<file path="src/jet_pkg.sv">
// Shared types and constants for the Julia escape-time pixel evaluator.
// Used by jet_ctrl, jet_datapath and julia_escape_time_pixel; no dependencies.
package jet_pkg;

    // Image geometry: the mapping divides by IMAGE_SIZE, which must be a power of two
    localparam int IMAGE_SIZE = 512;
    localparam int DIV_SHIFT  = $clog2(IMAGE_SIZE);

    // Field widths
    localparam int PIX_W    = 9;
    localparam int ITER_W   = 10;
    localparam int COORD_W  = 32;
    localparam int COLOUR_W = 32;
    localparam int FRAC_W   = 28;
    localparam int SPAN_W   = COORD_W + 1;
    localparam int MPROD_W  = SPAN_W + PIX_W + 1;
    localparam int PROD_W   = 2 * COORD_W;
    localparam int CFG_AW   = 3;
    localparam int CFG_DW   = 32;
    localparam int COLOUR_PW = 23;

    // |z|^2 escape bound, 4.0 in Q8.56
    localparam logic [PROD_W:0] ESCAPE_LIMIT = (PROD_W + 1)'(1) << (2 * FRAC_W + 2);

    // colour = 0xFF * (count * 20 + 1) = count * 5100 + 255
    localparam logic [COLOUR_PW-1:0] COLOUR_STEP = COLOUR_PW'(5100);
    localparam logic [COLOUR_PW-1:0] COLOUR_BASE = COLOUR_PW'(255);

    // Configuration register indexes
    localparam logic [CFG_AW-1:0] CFG_RE_MIN    = 3'd0;
    localparam logic [CFG_AW-1:0] CFG_RE_MAX    = 3'd1;
    localparam logic [CFG_AW-1:0] CFG_IM_MIN    = 3'd2;
    localparam logic [CFG_AW-1:0] CFG_IM_MAX    = 3'd3;
    localparam logic [CFG_AW-1:0] CFG_POINTER_X = 3'd4;
    localparam logic [CFG_AW-1:0] CFG_POINTER_Y = 3'd5;
    localparam logic [CFG_AW-1:0] CFG_MAX_ITER  = 3'd6;

    typedef struct packed {
        logic signed [COORD_W-1:0] re_min;
        logic signed [COORD_W-1:0] re_max;
        logic signed [COORD_W-1:0] im_min;
        logic signed [COORD_W-1:0] im_max;
        logic [PIX_W-1:0]          pointer_x;
        logic [PIX_W-1:0]          pointer_y;
        logic [ITER_W-1:0]         max_iter;
    } jet_cfg_t;

    // Datapath operations issued by the controller
    typedef enum logic [2:0] {
        OP_NONE,
        OP_LOAD,
        OP_MAP_MUL,
        OP_MAP_ADD,
        OP_ITER_MUL,
        OP_ITER_STEP,
        OP_EMIT
    } jet_op_t;

    // Which coordinate the mapping unit is producing
    typedef enum logic [1:0] {
        MAP_ZR,
        MAP_ZI,
        MAP_CR,
        MAP_CI
    } map_sel_t;

    typedef struct packed {
        jet_op_t  op;
        map_sel_t sel;
    } jet_cmd_t;

    typedef struct packed {
        logic stop;   // escaped or iteration limit reached
    } jet_stat_t;

endpackage

</file>
<file path="src/jet_ctrl.sv">
// Controller of the Julia escape-time evaluator: sequences mapping, iteration and hand-off.
// Depends on jet_pkg; commands jet_datapath.
module jet_ctrl
    import jet_pkg::*;
(
    input  logic      aclk,
    input  logic      aresetn,
    input  logic      in_valid,
    input  logic      out_free,
    input  jet_stat_t stat,
    output logic      in_ready,
    output jet_cmd_t  cmd
);

    typedef enum logic [2:0] {
        ST_IDLE,
        ST_MAP_MUL,
        ST_MAP_ADD,
        ST_ITER_MUL,
        ST_ITER_STEP,
        ST_EMIT
    } state_t;

    state_t     state_reg, state_next;
    logic [1:0] sel_reg, sel_next;

    always_comb begin
        state_next = state_reg;
        sel_next   = sel_reg;
        cmd.op     = OP_NONE;
        cmd.sel    = map_sel_t'(sel_reg);
        in_ready   = 1'b0;
        case (state_reg)
            ST_IDLE: begin
                in_ready = 1'b1;
                if (in_valid) begin
                    cmd.op     = OP_LOAD;
                    sel_next   = 2'd0;
                    state_next = ST_MAP_MUL;
                end
            end
            ST_MAP_MUL: begin
                cmd.op     = OP_MAP_MUL;
                state_next = ST_MAP_ADD;
            end
            ST_MAP_ADD: begin
                cmd.op = OP_MAP_ADD;
                if (map_sel_t'(sel_reg) == MAP_CI) begin
                    state_next = ST_ITER_MUL;
                end else begin
                    sel_next   = sel_reg + 2'd1;
                    state_next = ST_MAP_MUL;
                end
            end
            ST_ITER_MUL: begin
                cmd.op     = OP_ITER_MUL;
                state_next = ST_ITER_STEP;
            end
            ST_ITER_STEP: begin
                cmd.op     = OP_ITER_STEP;
                state_next = stat.stop ? ST_EMIT : ST_ITER_MUL;
            end
            ST_EMIT: begin
                if (out_free) begin
                    cmd.op     = OP_EMIT;
                    state_next = ST_IDLE;
                end
            end
            default: begin
                state_next = ST_IDLE;
            end
        endcase
    end

    always_ff @(posedge aclk) begin
        if (!aresetn) begin
            state_reg <= ST_IDLE;
            sel_reg   <= 2'd0;
        end else begin
            state_reg <= state_next;
            sel_reg   <= sel_next;
        end
    end

endmodule

</file>
<file path="config.mk">
export PLATFORM = sky130hd
export DESIGN_NAME = jet_ctrl
export DESIGN_NICKNAME = d
export VERILOG_FILES = /design/src/jet_pkg.sv /design/src/jet_ctrl.sv
export SDC_FILE = /design/constraint.sdc
export NUM_CORES = 1
export LEC_CHECK = 0
export ABC_CLOCK_PERIOD_IN_PS = 2880
export BUFFER_PORTS_ARGS = -buffer_cell sky130_fd_sc_hd__clkbuf_2
export CORE_AREA = 2 2 39 41
export CTS_BUF_LIST = sky130_fd_sc_hd__clkbuf_16
export CTS_CLUSTER_DIAMETER = 100
export CTS_CLUSTER_SIZE = 30
export DETAILED_ROUTE_END_ITERATION = 16
export DIE_AREA = 0 0 41 43
export PLACE_DENSITY_LB_ADDON = 0.08
export RECOVER_POWER = 50
export SLEW_MARGIN = 20
export SYNTH_ARGS = -nofsm -noshare
export SYNTH_HDL_FRONTEND = slang
export SYNTH_SLANG_ARGS = --single-unit
</file>
<file path="constraint.sdc">
create_clock -name aclk -period 2.88 [get_ports aclk]
set_clock_uncertainty 0.2 [all_clocks]
set_input_delay 0.72 -clock aclk [delete_from_list [all_inputs] [get_ports aclk]]
set_output_delay 0.72 -clock aclk [all_outputs]
set_load 0.01 [all_outputs]
</file>
# Yosys cells after proc, flatten, opt, wreduce, memory -nomap -nowiden
# Cells that the tools add are included.
# totals
regBits	5
latch_bits	0
ramBits	0
romBits	0
in_bits	5
output_inout_bits	6
wordCells	28
memories	0
# op_classes
addsub	1
mul	0
n_div	0
magnitude_cmp	0
n_eq_ne	9
shift	0
muxes	12
bitwise_logic	0
n_reduce_logical	4
# op_table
op	count
$pmux W3 S6	2
$mux W3	4
$eq A3 B2 Y1 const B	2
$eq A3 B3 Y1 const B	2
$mux W2	3
$ne A2 B2 Y1 const B	3
$pmux W2 S2	1
$eq A3 B1 Y1 const B	1
$logic_not A3 Y1	1
$reduce_and A3 Y1	1
$add A2 B1 Y2 const B	1
$eq A2 B2 Y1 const B	1
$mux W1	2
$reduce_and A2 Y1	1
$reduce_bool A2 Y1	1

# Longest topological paths before layout
# Gate-level depths: netlist of the first run.
# depth
word_depth	3
mapped_depth	4
mapped_depth_nobuf	4

# Worst setup path before layout of the first run
# No wires, ideal clock.
# synth_path
kind	input to output
from	input in_valid
to	output cmd[2] (netlist name)
arrival_time_ps	1065
required_ps	1960
setup_slack_ps	895
stages	2
path_buffers	0
path_cell_list	nor3_1 nor3b_1
# synth_rtl
item	line_no	text
start, declared	jet_ctrl.sv:8	input logic in_valid,
end, declared	jet_ctrl.sv:12	output jet_cmd_t cmd

==> summary.json, run 1 <==
{
  "outcome": {"value": "completed"},
  "finalCriticalPeriod": {"value": 2.21, "unit": "ns"},
  "fin_worst_hold_slack": {"value": 0.287, "unit": "ns"},
  "vias_per_cell": {"value": 4.88},
  "grt_pass1_wl": {"value": 1.25, "unit": "mm"},
  "via_count_of_the_first_global_routing_pass": {"value": 298},
  "syn-instance-count": {"value": 38},
  "placement_rows": {"value": 14},
  "die_width": {"value": 41, "unit": "um"},
  "rsz0062_at_grt": {"value": "no"},
  "setup.worst_path.class": {"value": "reg2out"},
  "fin_tns_setup": {"value": 0, "unit": "ns"},
  "top_layer_used": {"value": "met3"},
  "ant_nets": {"value": 0},
  "layout_cell_share_with_drive_strength_beyond_1": {"value": 24.5, "unit": "%"},
  "hold_path.class": {"value": "reg2reg"},
  "final_util": {"value": 32.5, "unit": "%"},
  "routed-via-count": {"value": 317},
  "number_of_warnings_reported_in_the_yosys_synthesis_log": {"value": 0},
  "n_fill_cell": {"value": 159},
  "antenna_cells_inserted": {"value": 0},
  "drt-total-wl": {"value": 754, "unit": "um"},
  "post-synth-top-area-fraction": {"value": 31.0, "unit": "%"},
  "clockRootBuffer": {"value": "clkbuf_16"},
  "drtIter0Drc": {"value": 1},
  "worst_ep_arrival_time": {"value": 1.29, "unit": "ns"},
  "dieHeight": {"value": 43, "unit": "um"},
  "grt_max_degree": {"value": 13},
  "die-area": {"value": 1760, "unit": "um2"},
  "groute.usage.overall": {"value": 10.9, "unit": "%"},
  "async_flop_share": {"value": 0, "unit": "%"},
  "finalNetCount": {"value": 56},
  "syn-num-nets": {"value": 44},
  "global_route.overflow_total": {"value": 0},
  "worstSkewPairLatency": {"value": 0.23, "unit": "ns"},
  "max_fclk": {"value": 452, "unit": "MHz"},
  "remaining_drc_errors": {"value": 0},
  "crit_required": {"value": 1.96, "unit": "ns"},
  "post_cts_resize_count": {"value": 0},
  "worst_pin_slew": {"value": 0.406, "unit": "ns"},
  "top_level_ports": {"value": 11},
  "timing.max_cap.violations": {"value": 0},
  "routed_met3_length": {"value": 59, "unit": "um"},
  "drt-met1-wl": {"value": 311, "unit": "um"},
  "synth.largest_area_cell": {"value": "dfxtp_1"},
  "worst-path-max-fanout": {"value": 10},
  "ctsHtreeMaxLevel": {"value": 1},
  "globalplace.congestion": {"value": 0.638},
  "fin_total_pwr": {"value": 337, "unit": "uW"},
  "drv_slew": {"value": 0},
  "numCtsBuffers": {"value": 3},
  "clk_pin_slew_worst_paths": {"value": 0.03, "unit": "ns"},
  "count_of_input_and_output_buffers": {"value": 10},
  "postSynthAreaPerCell": {"value": 8.50, "unit": "um2"},
  "hold_viol": {"value": 0},
  "setup.worst_path.end_class": {"value": "output pin"},
  "max-clock-path-buffers": {"value": 2},
  "cts_tree": {"value": "built"},
  "cts_sinks": {"value": 5},
  "wl_met2": {"value": 382, "unit": "um"},
  "worst_slew_margin_rel": {"value": 72.9, "unit": "%"},
  "power.leakage": {"value": 0.000194, "unit": "uW"},
  "most_used_dff_post_synth": {"value": "dfxtp_1"},
  "initial_utilization": {"value": 23.3, "unit": "%"},
  "post_cts_hold_buffer_count": {"value": 0},
  "timing.critical_path.cells": {"value": "or2b_1, o21ai_0, clkbuf_2"},
  "worst_ir_drop_vdd": {"value": 0.293, "unit": "mV"},
  "antenna_found_initial": {"value": 0},
  "area_growth_synth_to_finish": {"value": 39.1, "unit": "%"},
  "mappedNetlistArea": {"value": 323, "unit": "um2"},
  "period_share": {"value": 76.8, "unit": "%"},
  "synth.ff_latch_count": {"value": 5},
  "synth_edf_count": {"value": 0},
  "critPathMaxStageDelay": {"value": 0.47, "unit": "ns"},
  "wl_per_cell": {"value": 11.6, "unit": "um"},
  "synth_area_leaders": {"value": "dfxtp_1 31%, mux2i_1 6.2%, nor3_1 6.2%"},
  "timing.critical_path.from_type": {"value": "register"},
  "core_area": {"value": 1380, "unit": "um2"},
  "synth_sequential_area_ratio": {"value": 31.0, "unit": "%"},
  "setup-violations-final": {"value": 0},
  "dp_hpwl": {"value": 569, "unit": "um"},
  "post_cts.repair.setup_buffers": {"value": 0},
  "power.density": {"value": 750, "unit": "nW/um2"},
  "slowest_stage": {"value": "dfxtp_1"},
  "synth_commonest_cells": {"value": "5 x dfxtp_1, 5 x nand2_1, 4 x nor3_1"},
  "largest_register_ffs": {"value": 3},
  "drt_pass1_iterations": {"value": 2},
  "synth.distinct_cells": {"value": 22}
}
==> critical path: cells and delay by family, from the launching register on <==
| kind | cells | cell delay (ns) |
|---|---|---|
| buffers and inverters | 1 | 0.15 |
| flip-flops | 1 | 0.47 |
| AND/OR/NAND/NOR | 1 | 0.29 |
| AO/OA/AOI/OAI | 1 | 0.15 |
==> where the power goes <==
part           switching (uW)  leakage (uW)  internal (uW)  total, uW
registers                7.17     0.0000407           72.5       79.6
clock network            44.9     0.0000423            180        225
logic                    15.3      0.000111           17.4       32.7
total                    67.3      0.000194            270        337
==> metrics by stage <==
stage | area, um2 | instances | setup WS, ns
final | 449 | 65 | 0.668
after global routing | 449 | 65 | 0.557
after CTS | 452 | 65 | 0.653
after detailed placement | 373 | 61 | 0.755
after global placement | 373 | 61 | 0.777
after floorplan | 323 | 38 | 0.895
==> routing by layer <==
layer | vias up | global-route usage (%)
li1 | 159 | -
met1 | 150 | 12.2
met2 | 8 | 14.4
met3 | 0 | 6.81
met4 | 0 | 8.00
met5 | - | 0
==> final timing paths <==
kind | start | end | slack (ns) | depth (start not counted)
max | state_reg[2] | cmd[4] | 0.67 | 3
min | sel_reg[1] | sel_reg[1] | 0.29 | 2
max reg2reg | state_reg[1] | sel_reg[0] | 1.22 | 3
min reg2reg | sel_reg[1] | sel_reg[1] | 0.29 | 2
==> cell type report <==
cell class / instances / area (um2) / area share (%)
Clock inverter: 1 / 3.75 / 0.836
Clock buffer: 3 / 75.1 / 16.7
Multi-Input combinational cell: 30 / 203 / 45.1
Sequential cell: 5 / 100 / 22.3
Tap cell: 16 / 20.0 / 4.46
Timing Repair Buffer: 10 / 47.5 / 10.6
==> cell usage in the layout, fill, tap and decap left out <==
| cell | netlist | routed |
|---|---|---|
| clkbuf_2 | 0 | 8 |
| nand2_1 | 5 | 5 |
| dfxtp_1 | 5 | 5 |
| nor3_1 | 4 | 4 |
| clkbuf_16 | 0 | 3 |
| nor2b_1 | 2 | 2 |
| nand3b_1 | 2 | 2 |
| nor3b_1 | 2 | 2 |
| nor2_1 | 2 | 2 |
| mux2i_1 | 2 | 2 |
| clkbuf_1 | 1 | 2 |
| or2b_1 | 1 | 1 |
| o21ai_0 | 1 | 1 |
| xnor2_1 | 1 | 1 |
| o22ai_1 | 1 | 1 |
| o2111a_1 | 1 | 1 |
| or4b_4 | 1 | 1 |
| o31a_1 | 1 | 1 |
| nand3_1 | 1 | 1 |
| o21bai_1 | 1 | 1 |
| a21boi_0 | 1 | 1 |
| ha_1 | 1 | 1 |
| inv_1 | 0 | 1 |
==> logic make-up after synthesis <==
kind of cell,count (synthesis),share of synthesized area (%)
buffers and inverters,3,6.20
xor gates and xnor gates,1,2.71
DFF,5,31.0
and+or+nand+nor,20,35.7
AOI/OAI and AO/OA,6,14.3
muxes,2,6.20
adders and majority gates,1,3.88
Note: power is estimated with default switching activity, not from simulation.
==> run 2: changes to the inputs <==
--- a/config.mk
+++ b/config.mk
@@ -5,7 +5,7 @@
 export SDC_FILE = /design/constraint.sdc
 export NUM_CORES = 1
 export LEC_CHECK = 0
-export ABC_CLOCK_PERIOD_IN_PS = 2880
+export ABC_CLOCK_PERIOD_IN_PS = 1900
 export BUFFER_PORTS_ARGS = -buffer_cell sky130_fd_sc_hd__clkbuf_2
 export CORE_AREA = 2 2 39 41
 export CTS_BUF_LIST = sky130_fd_sc_hd__clkbuf_16
==> constraint.sdc (replaced) <==
create_clock -name aclk -period 1.9 [get_ports aclk]
set_clock_uncertainty 0.2 [all_clocks]
set_input_delay 0.475 -clock aclk [delete_from_list [all_inputs] [get_ports aclk]]
set_output_delay 0.475 -clock aclk [all_outputs]
set_load 0.01 [all_outputs]
==> run 2 against run 1 <==
- non-clock buffer count up 1
- flip-flop and latch count unchanged
- sequential share of layout area up 0.059 points
- core utilization up 0.72 points
- critical endpoint unchanged
==> summary.json, run 2 (synthesis gave the netlist of run 1 again) <==
{
  "outcome": {"value": "completed"},
  "timing.critical_path.from_type": {"value": "register"},
  "worst_ir_drop_vdd": {"value": 0.434, "unit": "mV"},
  "grt_max_degree": {"value": 13},
  "worst_pin_slew": {"value": 0.217, "unit": "ns"},
  "grt_pass1_wl": {"value": 1.13, "unit": "mm"},
  "regToRegEndpoint": {"value": "sel_reg[0]"},
  "core_area": {"value": 1380, "unit": "um2"},
  "groute.usage.overall": {"value": 9.82, "unit": "%"},
  "drtIter0Drc": {"value": 4},
  "drv_slew": {"value": 0},
  "max-clock-path-buffers": {"value": 2},
  "final_cell_mix": {"value": "8 x clkbuf_2, 5 x nand2_1, 4 x nor3_1"},
  "finalNetCount": {"value": 57},
  "worst_ep_arrival_time": {"value": 1.14, "unit": "ns"},
  "timing.max_cap.violations": {"value": 0},
  "period_share": {"value": 95.4, "unit": "%"},
  "worst-r2r-setup-slack": {"value": 0.38, "unit": "ns"},
  "numCtsBuffers": {"value": 3},
  "setup.worst_path.end_class": {"value": "output pin"},
  "wl_per_cell": {"value": 11.1, "unit": "um"},
  "r2r.worst_path.cells": {"value": 4},
  "worst_slew_margin_rel": {"value": 85.4, "unit": "%"},
  "whs_path_depth": {"value": 2},
  "layout_cell_share_with_drive_strength_beyond_1": {"value": 30.0, "unit": "%"},
  "final_util": {"value": 33.2, "unit": "%"},
  "routed-via-count": {"value": 312},
  "setup.worst_path.class": {"value": "reg2out"},
  "cts_tree": {"value": "built"},
  "slowest_stage": {"value": "dfxtp_2"},
  "hold_path.startpoint": {"value": "sel_reg[1]"},
  "ctsHtreeMaxLevel": {"value": 1},
  "count_of_input_and_output_buffers": {"value": 10},
  "die-area": {"value": 1760, "unit": "um2"},
  "timing.critical_path.cells": {"value": "or2b_1, o21ai_1, clkbuf_2"},
  "remaining_drc_errors": {"value": 0},
  "post_cts_hold_buffer_count": {"value": 0},
  "placement_rows": {"value": 14},
  "fin_tns_setup": {"value": 0, "unit": "ns"},
  "cts_sinks": {"value": 5},
  "hold_viol": {"value": 0},
  "fin_worst_hold_slack": {"value": 0.284, "unit": "ns"},
  "dieHeight": {"value": 43, "unit": "um"},
  "power.density": {"value": 1120, "unit": "nW/um2"},
  "global_route.overflow_total": {"value": 0},
  "multi_input_gate_area": {"value": 203, "unit": "um2"},
  "top_level_ports": {"value": 11},
  "drt_pass1_iterations": {"value": 2},
  "crit_required": {"value": 1.22, "unit": "ns"},
  "area_growth_synth_to_finish": {"value": 42.2, "unit": "%"},
  "critPathMaxStageDelay": {"value": 0.37, "unit": "ns"},
  "largest_register_ffs": {"value": 3},
  "finalCriticalPeriod": {"value": 1.81, "unit": "ns"},
  "initial_utilization": {"value": 23.3, "unit": "%"},
  "drt-total-wl": {"value": 734, "unit": "um"},
  "rsz0062_at_grt": {"value": "no"},
  "n_fill_cell": {"value": 154},
  "worstSkewPairLatency": {"value": 0.23, "unit": "ns"},
  "vias_per_cell": {"value": 4.73},
  "clk_pin_slew_worst_paths": {"value": 0.03, "unit": "ns"},
  "globalplace.congestion": {"value": 0.699},
  "clockRootBuffer": {"value": "clkbuf_16"},
  "worst-path-max-fanout": {"value": 12},
  "most_common_cell_after_layout_fill_and_taps_aside": {"value": "clkbuf_2"},
  "power.leakage": {"value": 0.000200, "unit": "uW"},
  "area.sequential": {"value": 103, "unit": "um2"},
  "antenna_cells_inserted": {"value": 0},
  "dpl_worst_slack": {"value": 0.195, "unit": "ns"},
  "hold_path_end": {"value": "sel_reg[1]"},
  "ant_nets": {"value": 0},
  "dp_hpwl": {"value": 547, "unit": "um"},
  "die_width": {"value": 41, "unit": "um"},
  "final_critical_path_setup_slack": {"value": 0.0868, "unit": "ns"},
  "antenna_found_initial": {"value": 0},
  "hold_path.class": {"value": "reg2reg"},
  "setup-violations-final": {"value": 0},
  "via_count_of_the_first_global_routing_pass": {"value": 279},
  "max_fclk": {"value": 552, "unit": "MHz"},
  "timing.rr.start": {"value": "sel_reg[0]"}
}
## run 2: changes by cell type in the layout (fill, tap and decap cells not counted), sizes merged
cell / delta
buf: +1
## run 2: worst max-delay path, delay by kind of cell, from the launching register on
| family | cells | cell delay [ns] |
|---|---|---|
| flip-flops | 1 | 0.37 |
| AND/OR/NAND/NOR | 1 | 0.27 |
| buffers and inverters | 1 | 0.14 |
| AO/OA/AOI/OAI | 1 | 0.13 |
## run 2: final cells by class
cell class | count | area share, %
Tap cell | 16 | 4.36
Multi-Input combinational cell | 30 | 44.1
Clock inverter | 1 | 0.817
Sequential cell | 5 | 22.3
Timing Repair Buffer | 11 | 12.0
Clock buffer | 3 | 16.3
## run 2: metal layers
layer,up-vias,wire (um),GRT usage [%]
li1,160,-,-
met1,138,339,11.8
met2,9,321,12.5
met3,5,46,3.14
met4,0,26,10.0
met5,-,0,0
## run 2: what timing repair did
action	in CTS	in global routing
gates cloned	0	0
resized for setup	2	1
endpoints found under the hold margin	0	0
setup endpoints to repair	3	1
buffers inserted	0	0
## run 2: worst max path at each step
stage,start,to,slack (ns),depth (start not counted)
final,state_reg[1],cmd[4],0.09,3
after global routing,state_reg[1],cmd[4],0.008,3
after CTS,state_reg[1],cmd[4],0.03,3
after detailed placement,state_reg[1],cmd[4],0.19,3
after global placement,state_reg[1],cmd[4],0.24,3
after floorplan,state_reg[1],cmd[4],0.24,3
## run 2: power breakdown
group / total [uW] / switching [uW] / internal, uW
sequential: 121 / 10.5 / 111
clock: 343 / 70.6 / 273
combinational: 50.7 / 23.8 / 26.9
## run 2: through the flow
step | instance area [um2] | power, uW | std cells
after global routing | 459 | 533 | 66
final | 459 | 515 | 66
after floorplan | 323 | 154 | 38
after detailed placement | 380 | 173 | 62
after global placement | 380 | 172 | 62
after CTS | 462 | 520 | 66
==> run 3: changes to the inputs <==
--- a/config.mk
+++ b/config.mk
@@ -14,7 +14,7 @@
 export DETAILED_ROUTE_END_ITERATION = 16
 export DIE_AREA = 0 0 41 43
 export PLACE_DENSITY_LB_ADDON = 0.08
-export RECOVER_POWER = 50
+export RECOVER_POWER = 100
 export SLEW_MARGIN = 20
 export SYNTH_ARGS = -nofsm -noshare
 export SYNTH_HDL_FRONTEND = slang
==> run 3 against run 2 <==
- via count increased by 0.64%
- sequential power about the same
- clock power about the same
- register-to-register slack got worse by 0.04 ns
- wire length decreased by 0.95%
- core utilization decreased by 0.45 points
- critical path type unchanged
==> summary.json, run 3 (synthesis gave the netlist of run 1 again) <==
{
  "outcome": {"value": "completed"},
  "drv_slew": {"value": 0},
  "core_area": {"value": 1380, "unit": "um2"},
  "timing.critical_path.from_type": {"value": "register"},
  "timing.critical_path.cells": {"value": "or2b_1, o21ai_1, clkbuf_2"},
  "finalNetCount": {"value": 57},
  "rsz0062_at_grt": {"value": "no"},
  "finalCriticalPeriod": {"value": 1.81, "unit": "ns"},
  "power.density": {"value": 1130, "unit": "nW/um2"},
  "n_fill_cell": {"value": 154},
  "worst_slew_margin_rel": {"value": 84.9, "unit": "%"},
  "numCtsBuffers": {"value": 3},
  "setup.worst_path.end_class": {"value": "output pin"},
  "initial_utilization": {"value": 23.3, "unit": "%"},
  "count_of_input_and_output_buffers": {"value": 10},
  "final_cell_mix": {"value": "6 x clkbuf_2, 5 x nand2_1, 4 x nor3_1, 4 x clkbuf_1"},
  "dp_hpwl": {"value": 547, "unit": "um"},
  "clk_pin_slew_worst_paths": {"value": 0.03, "unit": "ns"},
  "dieHeight": {"value": 43, "unit": "um"},
  "worst_ir_drop_vdd": {"value": 0.423, "unit": "mV"},
  "ant_nets": {"value": 0},
  "routed-via-count": {"value": 314},
  "layout_cell_share_with_drive_strength_beyond_1": {"value": 24.0, "unit": "%"},
  "die_width": {"value": 41, "unit": "um"},
  "most_common_cell_after_layout_fill_and_taps_aside": {"value": "clkbuf_2"},
  "drt-total-wl": {"value": 727, "unit": "um"},
  "crit_required": {"value": 1.22, "unit": "ns"},
  "slowest_stage": {"value": "dfxtp_2"},
  "drtIter0Drc": {"value": 5},
  "hold_viol": {"value": 0},
  "cts_sinks": {"value": 5},
  "max-clock-path-buffers": {"value": 2},
  "setup.worst_path.class": {"value": "reg2out"},
  "globalplace.congestion": {"value": 0.699},
  "placement_rows": {"value": 14},
  "wl_per_cell": {"value": 11.0, "unit": "um"},
  "post_cts.repair.setup_buffers": {"value": 0},
  "die-area": {"value": 1760, "unit": "um2"},
  "worstSkewPairLatency": {"value": 0.23, "unit": "ns"},
  "max_fclk": {"value": 552, "unit": "MHz"},
  "vias_per_cell": {"value": 4.76},
  "clockRootBuffer": {"value": "clkbuf_16"},
  "ctsHtreeMaxLevel": {"value": 1},
  "cts_tree": {"value": "built"},
  "worst_ep_arrival_time": {"value": 1.14, "unit": "ns"},
  "antenna_found_initial": {"value": 0},
  "setup-violations-final": {"value": 0},
  "via_count_of_the_first_global_routing_pass": {"value": 279},
  "power.leakage": {"value": 0.000194, "unit": "uW"},
  "worst_pin_slew": {"value": 0.225, "unit": "ns"},
  "drt_pass1_iterations": {"value": 2},
  "critPathMaxStageDelay": {"value": 0.37, "unit": "ns"},
  "grt_max_degree": {"value": 13},
  "worst-path-max-fanout": {"value": 12},
  "top_level_ports": {"value": 11},
  "largest_register_ffs": {"value": 3},
  "grt_pass1_wl": {"value": 1.13, "unit": "mm"},
  "fin_tns_setup": {"value": 0, "unit": "ns"},
  "global_route.overflow_total": {"value": 0},
  "period_share": {"value": 95.4, "unit": "%"},
  "fin_total_pwr": {"value": 512, "unit": "uW"},
  "area_growth_synth_to_finish": {"value": 40.3, "unit": "%"},
  "hold_path.class": {"value": "reg2reg"},
  "antenna_cells_inserted": {"value": 0},
  "groute.usage.overall": {"value": 9.82, "unit": "%"},
  "timing.max_cap.violations": {"value": 0},
  "remaining_drc_errors": {"value": 0}
}
-- run 3: cell counts in the layout (fill, tap and decap cells not counted) --
Identical to the previous run, type by type.
-- run 3: critical path, delay by kind of cell (launching register included) --
kind            cells  cell delay [ns]
flops               1             0.37
compound gates      1             0.13
buf+inv             1             0.14
simple gates        1             0.27
-- run 3: report_power, final --
group          internal (uW)  switching [uW]  total [uW]
sequential               111            10.2         121
combinational           23.5            23.6        47.0
clock                    273            71.1         344
total                    407             105         512
-- run 3: path summary, 6_finish.rpt --
kind / from / endpoint / slack, ns / depth (start not counted)
setup / recovery: state_reg[1] / cmd[4] / 0.09 / 3
hold / removal: sel_reg[1] / sel_reg[1] / 0.28 / 2
setup reg to reg: sel_reg[0] / sel_reg[0] / 0.34 / 4
hold reg to reg: sel_reg[1] / sel_reg[1] / 0.28 / 2
-- run 3: cell type report --
type / instances / area [um2] / area share [%]
Multi-Input combinational cell: 30 / 199 / 43.9
Sequential cell: 5 / 103 / 22.7
Clock buffer: 3 / 75.1 / 16.6
Timing Repair Buffer: 11 / 52.6 / 11.6
Tap cell: 16 / 20.0 / 4.42
Clock inverter: 1 / 3.75 / 0.829
-- run 3: metrics by stage --
stage	util (%)	hold slack, ns	cells	instance area [um2]	worst slack, ns
finish	32.7	0.284	66	453	0.0868
global route	32.7	0.313	66	453	0.00795
CTS	33.4	0.292	66	462	0.0325
detailed placement	27.5	0.288	62	380	0.195
global placement	27.5	0.271	62	380	0.237
floorplan	-	0.298	38	323	0.244
-- run 3: timing repair --
| item | 4_1_cts | 5_1_grt |
|---|---|---|
| pin swaps | 0 | 0 |
| endpoints found under the setup margin | 3 | 1 |
| resized for setup | 2 | 1 |
| hold buffers | 0 | 0 |
| hold endpoints to repair | 0 | 0 |
-- run 3: per-layer routing --
layer	vias up	GRT usage, %	part of all wire (%)
met4	0	10.0	3.6
li1	160	-	-
met2	9	12.5	45
met3	5	3.14	6.5
met1	140	11.8	45
met5	-	0	0
